File: src/hdl/mte_pkg.sv
// Package with the constants, register indexes and types of the multi-tap echo block.
`default_nettype none
package mte_pkg;

  localparam int HIST_DEPTH = 65536;
  localparam int HIST_AW    = $clog2(HIST_DEPTH);
  localparam int SEEN_W     = HIST_AW + 1;
  localparam int DIST_W     = SEEN_W + 1;
  localparam int MAX_TAPS   = 10;
  localparam int TAP_W      = $clog2(MAX_TAPS + 2);

  localparam int SAMPLE_W   = 16;
  localparam int GAIN_W     = 16;
  localparam int FRAC_W     = 16;
  localparam int DELAY_W    = 16;
  localparam int CFG_TAP_W  = 4;
  localparam int PROD_W     = GAIN_W + 1 + SAMPLE_W;
  localparam int ACC_W      = SAMPLE_W + FRAC_W + $clog2(MAX_TAPS + 1) + 1;

  localparam int CFG_IDX_W  = 2;
  localparam int CFG_DATA_W = 16;

  localparam logic [CFG_IDX_W-1:0] REG_DELAY = 2'd0;
  localparam logic [CFG_IDX_W-1:0] REG_TAPS  = 2'd1;
  localparam logic [CFG_IDX_W-1:0] REG_DECAY = 2'd2;

  localparam logic [DELAY_W-1:0]   DELAY_RST = 16'd4410;
  localparam logic [CFG_TAP_W-1:0] TAPS_RST  = 4'd1;
  localparam logic [GAIN_W-1:0]    DECAY_RST = 16'd32768;

  typedef enum logic [1:0] {
    ST_IDLE,
    ST_CHECK,
    ST_MAC,
    ST_FINISH
  } state_t;

  typedef struct packed {
    logic load;
    logic accum;
    logic read;
    logic mac;
    logic commit;
  } dp_cmd_t;

  typedef struct packed {
    logic tap_ok;
  } dp_status_t;

endpackage
`default_nettype wire

File: src/hdl/mte_ctrl.sv
// Sequencer of the echo block: walks the taps of one sample and hands off the result.
`default_nettype none
module mte_ctrl import mte_pkg::*; (
  input  wire logic       clk,
  input  wire logic       rst,
  input  wire logic       in_valid,
  output logic            in_ready,
  output logic            out_valid,
  input  wire logic       out_ready,
  input  wire dp_status_t status,
  output dp_cmd_t         cmd
);

  state_t state, state_next;
  logic   out_valid_next;

  always_ff @(posedge clk) begin
    if (rst) begin
      state     <= ST_IDLE;
      out_valid <= 1'b0;
    end else begin
      state     <= state_next;
      out_valid <= out_valid_next;
    end
  end

  always_comb begin
    state_next = state;
    cmd        = '0;
    in_ready   = 1'b0;
    unique case (state)
      ST_IDLE: begin
        in_ready = 1'b1;
        if (in_valid) begin
          cmd.load   = 1'b1;
          state_next = ST_CHECK;
        end
      end
      ST_CHECK: begin
        // The product of the previous tap lands in the accumulator here.
        cmd.accum = 1'b1;
        if (status.tap_ok) begin
          cmd.read   = 1'b1;
          state_next = ST_MAC;
        end else begin
          state_next = ST_FINISH;
        end
      end
      ST_MAC: begin
        cmd.mac    = 1'b1;
        state_next = ST_CHECK;
      end
      ST_FINISH: begin
        if (!out_valid || out_ready) begin
          cmd.commit = 1'b1;
          state_next = ST_IDLE;
        end
      end
      default: state_next = ST_IDLE;
    endcase
  end

  always_comb begin
    if (cmd.commit) begin
      out_valid_next = 1'b1;
    end else if (out_ready) begin
      out_valid_next = 1'b0;
    end else begin
      out_valid_next = out_valid;
    end
  end

endmodule
`default_nettype wire

File: config.mk
export PLATFORM = sky130hd
export DESIGN_NAME = mte_ctrl
export DESIGN_NICKNAME = d
export VERILOG_FILES = /design/src/hdl/mte_pkg.sv /design/src/hdl/mte_ctrl.sv
export SDC_FILE = /design/constraint.sdc
export NUM_CORES = 1
export LEC_CHECK = 0
export ABC_CLOCK_PERIOD_IN_PS = 900
export BUFFER_PORTS_ARGS = -buffer_cell sky130_fd_sc_hd__buf_2
export CAP_MARGIN = 15
export CORE_AREA = 4 4 41 43
export CTS_BUF_LIST = sky130_fd_sc_hd__clkbuf_8 sky130_fd_sc_hd__clkbuf_16
export DETAILED_ROUTE_END_ITERATION = 10
export DIE_AREA = 0 0 45 47
export PLACE_DENSITY = 0.43
export SYNTH_ARGS = -nofsm -noshare
export SYNTH_HDL_FRONTEND = slang
export SYNTH_SLANG_ARGS = --single-unit
File: constraint.sdc
create_clock -name clk -period 0.9 [get_ports clk]
set_clock_uncertainty 0.15 [all_clocks]
set_input_delay 0.135 -clock clk [delete_from_list [all_inputs] [get_ports clk]]
set_output_delay 0.135 -clock clk [all_outputs]
set_load 0.02 [all_outputs]
## Word level (Yosys, flattened, before mapping)

Index checks and enable logic that the tools add are counted.

| operators by class | value |
|---|---|
| $add $sub $neg | 0 |
| multipliers | 0 |
| divide/modulo/power cells | 0 |
| $lt $le $gt $ge | 0 |
| equality and inequality tests | 5 |
| shifts and indexed selects | 0 |
| multiplexer cells | 14 |
| bitwise gates (word level) | 0 |
| reduce and logical (&&, ||, !) cells | 5 |

Operators by type and width:

| kind | number |
|---|---|
| $mux 1 | 10 |
| $pmux 2 s4 | 1 |
| $mux 2 | 3 |
| $eq 2x2->1 const B | 2 |
| $ne 2x2->1 const B | 2 |
| $eq 2x1->1 const B | 1 |
| $logic_not 2->1 | 1 |
| $reduce_and 2->1 | 1 |
| $reduce_bool 2->1 | 1 |
| $logic_not 1->1 | 1 |
| $logic_or 1x1->1 | 1 |

| storage, ports and cells | value |
|---|---|
| bits in registers | 3 |
| latch bits | 0 |
| bits in writable memories | 0 |
| ROM bits | 0 |
| input port bits | 5 |
| output and inout bits | 7 |
| word-level logic and storage cells | 26 |
| memories kept | 0 |

## Longest topological paths before layout

Gate-level depths: netlist of run 1.

| depth | value |
|---|---|
| depth in word-level cells | 5 |
| depth in mapped cells | 3 |
| mapped depth without buffers | 3 |

## Least setup slack after synthesis of run 1

No wires, ideal clock.

| timing | value |
|---|---|
| path type | register to output |
| start point | register state[1] |
| end point | output cmd[4] (netlist bit) |
| arrival time | 0.950 ns |
| data required time | 0.615 ns |
| path slack | -0.335 ns |
| stages on the path, launching flop included | 3 |
| buffers on the path | 0 |
| cell sequence | dfxtp_1 > nor2_1 > and2_1 |

RTL lines:

| what | RTL line | RTL |
|---|---|---|
| start, declared | mte_ctrl.sv:14 | `state_t state, state_next;` |
| start signal, assigned | mte_ctrl.sv:22 | `state <= state_next;` |
| end, declared | mte_ctrl.sv:11 | `output dp_cmd_t cmd` |

==> metrics.md, run 1 <==
| Metric | Value |
|---|---|
| Status | `finished with violations` |
| Failing checks | `hold timing, setup timing` |
| Drt wl/cell | `9.24 um` |
| Clock Power Share | `0.527` |
| Worst-case clock buffer depth | `2` |
| Max VDD drop | `0.000750 V` |
| RSZ-0062 raised after global routing | `true` |
| Met1 wire length | `210 um` |
| I/O pin total | `12` |
| Total track usage | `0.0632` |
| IO buf count | `11` |
| Post-synth cell types | `11` |
| Post-Synth Simple-Gate Area | `0.450` |
| Non-Filler Instances | `54` |
| Adder-cell area share of the yosys netlist | `0` |
| Vias in the first global route | `roughly 210` |
| # DRC | `0` |
| CTS tree | `done` |
| Syn_area_per_cell | `8.20 um^2` |
| Sw Share | `0.252` |
| Via density | `about 3.7` |
| Hold WC Path Type | `in2reg` |
| Mux cell area share after synthesis | `0` |
| # nets final | `45` |
| Pwr Density | `1780 nW/um^2` |
| DP Cell Count | `47` |
| Register area share after synthesis | `0.366` |
| Placed inst area | `272 um^2` |
| Comb power frac | `0.246` |
| Worst slew margin relative to its limit | `0.896` |
| Vias | `198` |
| Max cap viols | `0` |
| Final worst-path setup slack | `-367 ps` |
| # diodes | `0` |
| Fillers | `140` |
| Crit Path Class | `reg2out` |
| Top post-synthesis cells by area | `dfxtp_1, nor2b_1, a21oi_1, buf_4, nand2b_4` |
| Synth Area in Compound Gates | `0.0916` |
| Int Power | `0.000536 W` |
| Cell taking the most area after synthesis | `dfxtp_1` |
| First-pass GRT wire length | `890 um` |
| Iter 0 DRT Violations | `0` |
| Die width | `45 um` |
| Syn Nets | `25` |
| Slew Limit Fails | `0` |
| Top Layer Used | `met3` |
| Total Routed Length | `499 um` |
| Xor and xnor fraction of the mapped netlist area | `0` |
| Total gr overflow | `0` |
| Fin Hold WS | `-38.6 ps` |
| Clock-pin slew on the worst setup and hold paths | `30 ps` |
| Worst skew pair latency | `210 ps` |
| Post-synth EDFFs | `0` |
| Pre-antenna DRT Iters | `1` |
| Final antenna-violating net count | `0` |
| Tightest Pin Transition | `156 ps` |
| Routed wl met2 | `198 um` |
| # setup viols final | `9` |
| Minimum clock period after layout | `around 1300 ps` |
| Initial core utilization | `0.126` |
| Combinational family with the most area after synthesis | `simple AND/OR/NAND/NOR gates` |
| Top_reg_cell synth | `dfxtp_1` |
| Utilization after layout | `0.310` |
| Area delta synth->final | `146%` |
| Critical path endpoint category | `output pin` |
| CTS buffer count | `3` |
| Sequential cell area | `a little over 70 um^2` |
| Period Utilization, post-route | `1.41` |
| Gpl congestion | `approximately 0.66` |
| CP Max Fanout | `6` |
| Clock Sinks | `3` |
| Hold Fails Final Rpt | `2` |
| Mapped Area | `164 um^2` |
| Design area | `403 um^2` |
| Seq pwr share | `0.227` |
| Crit path DAT | `about 1000 ps` |
| Clk root buf | `clkbuf_8` |
| Multi-input gate area | `around 130 um^2` |
| Antenna violations before repair | `0` |
| Die Ht | `47 um` |
| CP startpoint kind | `flip-flop` |
| Fmax | `789 MHz` |
| Layout cells sized above 1 | `0.846` |
| Site row count | `13` |
| Core Footprint | `1300 um^2` |
| Die Area | `~2100 um^2` |
| Synthesis Warnings | `0` |
| Htree depth | `1` |
| Mapped Cells | `20` |
| Worst hold stages | `2` |
| R2R cell count | `5` |
| Tot Pwr | `0.000716 W` |
| Psw | `around 0.00018 W` |
| LEAKAGE | `0.195 nW` |
| Largest net degree at the start of global routing | `7` |
| Setup tns final | `-2250 ps` |
| Met3 routed WL | `89 um` |
| Synth top area share | `0.366` |
| WP data required | `610 ps` |
| Post-synth ARST share | `0` |
| Most frequent cells after synthesis | `a21oi_1, dfxtp_1, nor2b_1` |
| Seq cells post-synth | `3` |
## critical path: stages (launching register included)
cell and delay [ps]:
dfxtp_4 380, nor2b_4 150, and2_4 140, buf_6 100
## sequential cells by signal, indices dropped and copies added, names as in the netlist
signal	count
out_valid	1
state	2
## per-stage QoR
step | setup WS, ps | hold slack (ps)
global route | -398 | -34.6
floorplan | -93.2 | 44.4
finish | -367 | -38.6
detailed placement | -214 | 169
CTS | -363 | -46.3
global placement | -202 | 180
## final timing paths
| path | to | slack, ps | start |
|---|---|---|---|
| setup / recovery | cmd[2] | -370 | state[0] |
| hold / removal | out_valid | -40 | rst |
| setup reg to reg | state[0] | -220 | out_valid |
| hold reg to reg | state[1] | 350 | state[1] |
## metal layers
metal | track usage | vias to the layer above
met1 | 0.0661 | 85
met3 | 0.0690 | 0
met5 | 0 | -
li1 | - | 99
met4 | 0.0351 | 0
met2 | 0.0763 | 14
## logic make-up (layout without fill, tap and decap cells)
kind of cell	count (synthesis)	in the layout
flip-flops	3	3
AND/OR/NAND/NOR	12	12
AO/OA/AOI/OAI	3	3
buffers and inverters	2	21
## layout by cell type (no fill, tap or decap)
cell type / instances
dfxtp_4: 3
clkbuf_8: 3
and2_4: 2
or2_1: 1
buf_4: 6
nand2b_1: 1
nand2_2: 1
a21oi_1: 2
nand2b_4: 1
a21oi_2: 1
nor3_2: 1
inv_1: 1
buf_6: 6
nor2b_4: 2
nor2b_2: 1
buf_2: 5
nor2_4: 1
nand2_1: 1
## power by group through the flow
| stage | clock network, W | registers (W) | logic, W |
|---|---|---|---|
| after floorplan | 0 | 0.000161 | 0.0000852 |
| after global placement | 0 | 0.000162 | 0.000117 |
| after detailed placement | 0 | 0.000164 | 0.000116 |
| after CTS | 0.000392 | 0.000161 | 0.000161 |
| after global routing | 0.000414 | 0.000166 | 0.000189 |
| final | 0.000377 | 0.000163 | 0.000176 |
## cell type report
| type | instances | share of cell area |
|---|---|---|
| clock buffers | 3 | 0.102 |
| multi-input cells | 15 | 0.323 |
| well taps | 15 | 0.0466 |
| repair buffers | 17 | 0.342 |
| flip-flops and latches | 3 | 0.177 |
| clock inverters | 1 | 0.00932 |
## repair_timing
action	CTS	global route
hold endpoints to repair	2	2
gates resized for setup	16	3
buffers inserted	2	1
endpoints found under the setup margin	9	10
pin swaps	1	2
Power figures use the tool's default switching activity.
==> run 2: changes to the inputs <==
Settings changed: TNS_END_PERCENT set to 5.
==> run 2 against run 1 <==
Against the previous run:
- the flow still finishes with violations (hold timing, setup timing)
- worst setup slack gained 9.7 ps
- count of clock-buffer cells in the layout stayed put
- fmax grew 0.77%
- global-route usage is 0.074 points higher
- first-iteration DRC count up 1
- critical path depth is the same
- utilization fell by 1.2 points
- power down 3.0%
- critical path type unchanged
- highest routed layer unchanged
==> metrics.md, run 2 (same netlist as run 1, synthesis figures left out) <==
| Metric | Value |
|---|---|
| Gpl congestion | `0.616 (was 0.656)` |
| Total gr overflow | `0 (unchanged)` |
| Pre-antenna DRT Iters | `2 (was 1)` |
| Fmax | `796 MHz (was 789 MHz)` |
| Worst path slowest cell | `dfxtp_4 (unchanged)` |
| Vias | `193 (was 198)` |
| Slew Limit Fails | `0 (unchanged)` |
| Worst-case clock buffer depth | `2 (unchanged)` |
| I/O pin total | `12 (unchanged)` |
| Total Routed Length | `451 um (was 499 um)` |
| Die Ht | `47 um (unchanged)` |
| Minimum clock period after layout | `1260 ps (was 1270 ps)` |
| First-pass GRT wire length | `917 um (was 890 um)` |
| Crit Path Class | `reg2out (unchanged)` |
| Largest regs | `state (2), out_valid (1) (unchanged)` |
| Total track usage | `0.0640 (was 0.0632)` |
| Fillers | `147 (was 140)` |
| Sequential cell area | `71.3 um^2 (unchanged)` |
| WP data required | `610 ps (about the same)` |
| Core Footprint | `1300 um^2 (unchanged)` |
| Critical Path Sink | `cmd[2] (unchanged)` |
| Area delta synth->final | `136% (was 146%)` |
| Hold Fails Final Rpt | `2 (unchanged)` |
| IO buf count | `11 (unchanged)` |
| LEAKAGE | `0.187 nW (was 0.195 nW)` |
| Site row count | `13 (unchanged)` |
| Iter 0 DRT Violations | `1 (was 0)` |
| Drt wl/cell | `8.51 um (was 9.24 um)` |
| Worst slew margin relative to its limit | `0.919 (was 0.896)` |
| CP max stage delay | `380 ps (about the same)` |
| Setup tns final | `-2160 ps (was -2250 ps)` |
| Hold WC Path Type | `in2reg (unchanged)` |
| Clock-pin slew on the worst setup and hold paths | `30 ps (about the same)` |
| Largest net degree at the start of global routing | `7 (unchanged)` |
| CTS buffer count | `3 (unchanged)` |
| Most flop-heavy register | `state (unchanged)` |
| Commonest cells after routing, fill and taps aside | `buf_4, buf_2, buf_6 (was buf_6, buf_4, buf_2)` |
| Initial core utilization | `0.126 (unchanged)` |
| Final worst-path setup slack | `-357 ps (was -367 ps)` |
| RSZ-0062 raised after global routing | `true (unchanged)` |
| Commonest non-fill, non-tap cell in the layout | `buf_4` |
| Tot Pwr | `0.000695 W (was 0.000716 W)` |
| Crit path DAT | `970 ps (was 980 ps)` |
| CP Max Fanout | `6 (unchanged)` |
| Pwr Density | `1800 nW/um^2 (was 1780 nW/um^2)` |
| Fin Hold WS | `-41.9 ps (was -38.6 ps)` |
| Max cap viols | `0 (unchanged)` |
| R2R cell count | `4 (was 5)` |
| Vias in the first global route | `222 (was 211)` |
| Die Area | `2120 um^2 (unchanged)` |
| Failing checks | `hold timing, setup timing (unchanged)` |
| Htree depth | `1 (unchanged)` |
| Clock Sinks | `3 (unchanged)` |
| # nets final | `44 (was 45)` |
| Reg-to-reg endpoint | `state[0] (unchanged)` |
| Max VDD drop | `0.000786 V (was 0.000750 V)` |
| Die width | `45 um (unchanged)` |
| # setup viols final | `9 (unchanged)` |
| Clk root buf | `clkbuf_8 (unchanged)` |
| # DRC | `0 (unchanged)` |
| Cell Chain, Critical Path | `nor2b_4, and2_4, buf_6 (unchanged)` |
| Via density | `3.64 (was 3.67)` |
| Worst skew pair latency | `210 ps (about the same)` |
| Layout cells sized above 1 | `0.816 (was 0.846)` |
| Final antenna-violating net count | `0 (unchanged)` |
| # diodes | `0 (unchanged)` |
| Number of flip-flops in the largest register | `2 (unchanged)` |
| Critical path endpoint category | `output pin (unchanged)` |
| Critical Path Start | `state[0] (unchanged)` |
| Antenna violations before repair | `0 (unchanged)` |
| Status | `finished with violations (unchanged)` |
| Tightest Pin Transition | `120 ps (was 156 ps)` |
| Utilization after layout | `0.297 (was 0.310)` |
| CTS tree | `done (unchanged)` |
| Reg2reg setup slack | `-260 ps (was -220 ps)` |
| Worst hold stages | `2 (unchanged)` |
| RR Startpoint | `state[0] (was out_valid)` |
| CP startpoint kind | `flip-flop (unchanged)` |
| Period Utilization, post-route | `1.40 (was 1.41)` |
| Multi-input gate area | `125 um^2 (was 130 um^2)` |
## run 2: per-layer routing
layer | share of wire | track usage
met2 | 0.36 | 0.0763
met1 | 0.44 | 0.0705
met4 | 0 | 0.0351
met3 | 0.20 | 0.0651
met5 | 0 | 0
## run 2: what timing repair did
action                     CTS  global route
resized for setup           13             4
setup endpoints to repair    9            10
hold endpoints to repair     2             2
pin swaps                    1             2
setup buffers                2             0
## run 2: how the worst min path moves through the flow
stage / from / slack [ps] / to
final: rst / -40 / out_valid
after global placement: rst / 180 / out_valid
after floorplan: rst / 40 / out_valid
after detailed placement: rst / 170 / out_valid
after global routing: rst / -50 / out_valid
after CTS: rst / -50 / out_valid
## run 2: final cells by class
cell class / instances / share of cell area
Clock inverter: 1 / 0.00971
Clock buffer: 3 / 0.107
Tap cell: 15 / 0.0485
Sequential cell: 3 / 0.184
Multi-Input combinational cell: 15 / 0.324
Timing Repair Buffer: 16 / 0.327
## run 2: stage by stage
| stage | cell area, um^2 | setup WS [ps] | hold WS (ps) | instances |
|---|---|---|---|---|
| floorplan | 194 | -93.2 | 44.4 | 20 |
| finish | 387 | -357 | -41.9 | 53 |
| detailed placement | 272 | -216 | 171 | 47 |
| CTS | 372 | -363 | -47.1 | 53 |
| global route | 387 | -420 | -48.1 | 53 |
| global placement | 272 | -202 | 178 | 47 |
## run 2: power by group
group	total, W	switching (W)	leakage (nW)	internal [W]
sequential	0.000162	0.0000199	0.0267	0.000142
clock	0.000377	0.0000868	0.0269	0.000290
combinational	0.000156	0.0000669	0.133	0.0000894
## run 2: critical path: cells and delay by family, from the launching register on
kind / cells / cell delay (ps)
buffers and inverters: 1 / 100
and+or+nand+nor: 2 / 270
DFF: 1 / 380
==> run 3: changes to the inputs <==
Settings changed: CELL_PAD_IN_SITES_DETAIL_PLACEMENT set to 1, CELL_PAD_IN_SITES_GLOBAL_PLACEMENT set to 1, CTS_BUF_LIST sky130_fd_sc_hd__clkbuf_8 sky130_fd_sc_hd__clkbuf_16 to unset, PLACE_DENSITY 0.43 to 0.54.
==> run 3 against run 2 <==
Against the previous run:
- the flow finishes with violations (setup timing)
- largest cell class is now multi-input gates
- first-iteration DRC count down 100%
- utilization down 2.1 points
- combinational power up 6%
==> metrics.md, run 3 (same netlist as run 1, synthesis figures left out) <==
| Metric | Value |
|---|---|
| # DRC | `0 (unchanged)` |
| CP Max Fanout | `5 (was 6)` |
| Status | `finished with violations (unchanged)` |
| Utilization after layout | `0.276 (was 0.297)` |
| Clk root buf | `clkbuf_4 (was clkbuf_8)` |
| Antenna violations before repair | `0 (unchanged)` |
| Drt wl/cell | `11.7 um (was 8.51 um)` |
| First-pass GRT wire length | `979 um (was 917 um)` |
| Die width | `45 um (unchanged)` |
| Worst slew margin relative to its limit | `0.913 (was 0.919)` |
| WP data required | `610 ps (about the same)` |
| Max cap viols | `0 (unchanged)` |
| Crit path DAT | `1000 ps (was 970 ps)` |
| Core Footprint | `1300 um^2 (unchanged)` |
| CP startpoint kind | `flip-flop (unchanged)` |
| Htree depth | `1 (unchanged)` |
| Most flop-heavy register | `state (unchanged)` |
| Slew Limit Fails | `0 (unchanged)` |
| Vias in the first global route | `232 (was 222)` |
| Area delta synth->final | `119% (was 136%)` |
| Clock Sinks | `3 (unchanged)` |
| Layout cells sized above 1 | `0.757 (was 0.816)` |
| RSZ-0062 raised after global routing | `true (unchanged)` |
| # setup viols final | `9 (unchanged)` |
| Non-Filler Instances | `52 (was 53)` |
| Clock-pin slew on the worst setup and hold paths | `40 ps (was 30 ps)` |
| Tot Pwr | `0.000563 W (was 0.000695 W)` |
| I/O pin total | `12 (unchanged)` |
| Via density | `3.94 (was 3.64)` |
| Critical path endpoint category | `output pin (unchanged)` |
| DP Cell Count | `46 (was 47)` |
| CTS buffer count | `3 (unchanged)` |
| CTS tree | `done (unchanged)` |
| Crit Path Class | `reg2out (unchanged)` |
| Dpl hpwl | `463 um` |
| Gpl congestion | `0.653 (was 0.616)` |
| # nets final | `43 (was 44)` |
| Period Utilization, post-route | `1.43 (was 1.40)` |
| Die Ht | `47 um (unchanged)` |
| Iter 0 DRT Violations | `0 (was 1)` |
| Pre-antenna DRT Iters | `1 (was 2)` |
| Final worst-path setup slack | `-384 ps (was -357 ps)` |
| Minimum clock period after layout | `1280 ps (was 1260 ps)` |
| Fin Hold WS | `14.9 ps (was -41.9 ps)` |
| Total Routed Length | `606 um (was 451 um)` |
| Initial core utilization | `0.126 (unchanged)` |
| Hold WC Path Type | `in2reg (unchanged)` |
| Commonest cells after routing, fill and taps aside | `buf_2, buf_6, buf_4 (was buf_4, buf_2, buf_6)` |
| Failing checks | `setup timing (was hold timing, setup timing)` |
| Max VDD drop | `0.000760 V (was 0.000786 V)` |
| Worst skew pair latency | `230 ps (was 210 ps)` |
| Site row count | `13 (unchanged)` |
| Worst-case clock buffer depth | `2 (unchanged)` |
| Tightest Pin Transition | `130 ps (was 120 ps)` |
| Total gr overflow | `0 (unchanged)` |
| Pwr Density | `1570 nW/um^2 (was 1800 nW/um^2)` |
| Number of flip-flops in the largest register | `2 (unchanged)` |
| Fmax | `779 MHz (was 796 MHz)` |
| LEAKAGE | `0.169 nW (was 0.187 nW)` |
| # diodes | `0 (unchanged)` |
| Vias | `205 (was 193)` |
| IO buf count | `11 (unchanged)` |
| Largest net degree at the start of global routing | `7 (unchanged)` |
| Die Area | `2120 um^2 (unchanged)` |
| Total track usage | `0.0725 (was 0.0640)` |
| Largest regs | `state (2), out_valid (1) (unchanged)` |
| Hold Fails Final Rpt | `0 (was 2)` |
| Final antenna-violating net count | `0 (unchanged)` |
==> run 3: cell count changes in the layout (fill, tap and decap cells not counted), sizes merged <==
cell	before	now
inv	1	0
clkbuf	3	4
dlygate4sd3	0	1
buf	16	14
==> run 3: final cells by class <==
type                       count  area (um^2)
fill                         164          942
multi-input combinational     15          121
timing repair buffer          15          121
sequential                     3         71.3
clock buffer                   4         26.3
tap                           15         18.8
==> run 3: worst paths after layout <==
check | slack, ps | start | depth (start not counted) | to
setup reg to reg | -270 | state[0] | 4 | state[0]
setup / recovery | -380 | state[0] | 3 | cmd[2]
hold reg to reg | 360 | state[1] | 1 | state[1]
hold / removal | 10 | rst | 3 | state[1]
==> run 3: critical path, cell delays in order (launching register included) <==
cell and delay [ps]:
dfxtp_4 370, nor2b_4 150, and2_4 140, buf_6 110
==> run 3: metrics by stage <==
step	setup TNS (ps)	worst slack (ps)	area (um^2)
floorplan	-423	-93.2	194
global placement	-766	-192	264
detailed placement	-971	-246	264
CTS	-2470	-402	340
global route	-2800	-442	359
finish	-2350	-384	359
==> run 3: layer usage <==
layer  wire, um  track usage
met5          0            0
met4          0       0.0526
met3         63       0.0575
met2        319        0.105
met1        223       0.0700
==> run 3: timing repair <==
| item | CTS | global route |
|---|---|---|
| resized for setup | 14 | 2 |
| pin swaps | 3 | 0 |
| gates cloned | 0 | 0 |
| buffers inserted | 1 | 0 |
| setup endpoints to repair | 9 | 9 |
| hold endpoints to repair | 2 | 2 |
==> run 3: report_power, final <==
part	internal (W)	total, W	leakage (nW)	switching, W
Combinational	0.0000924	0.000166	0.127	0.0000734
Sequential	0.000141	0.000161	0.0267	0.0000194
Clock	0.000166	0.000236	0.0150	0.0000703
Total	0.000400	0.000563	0.169	0.000163
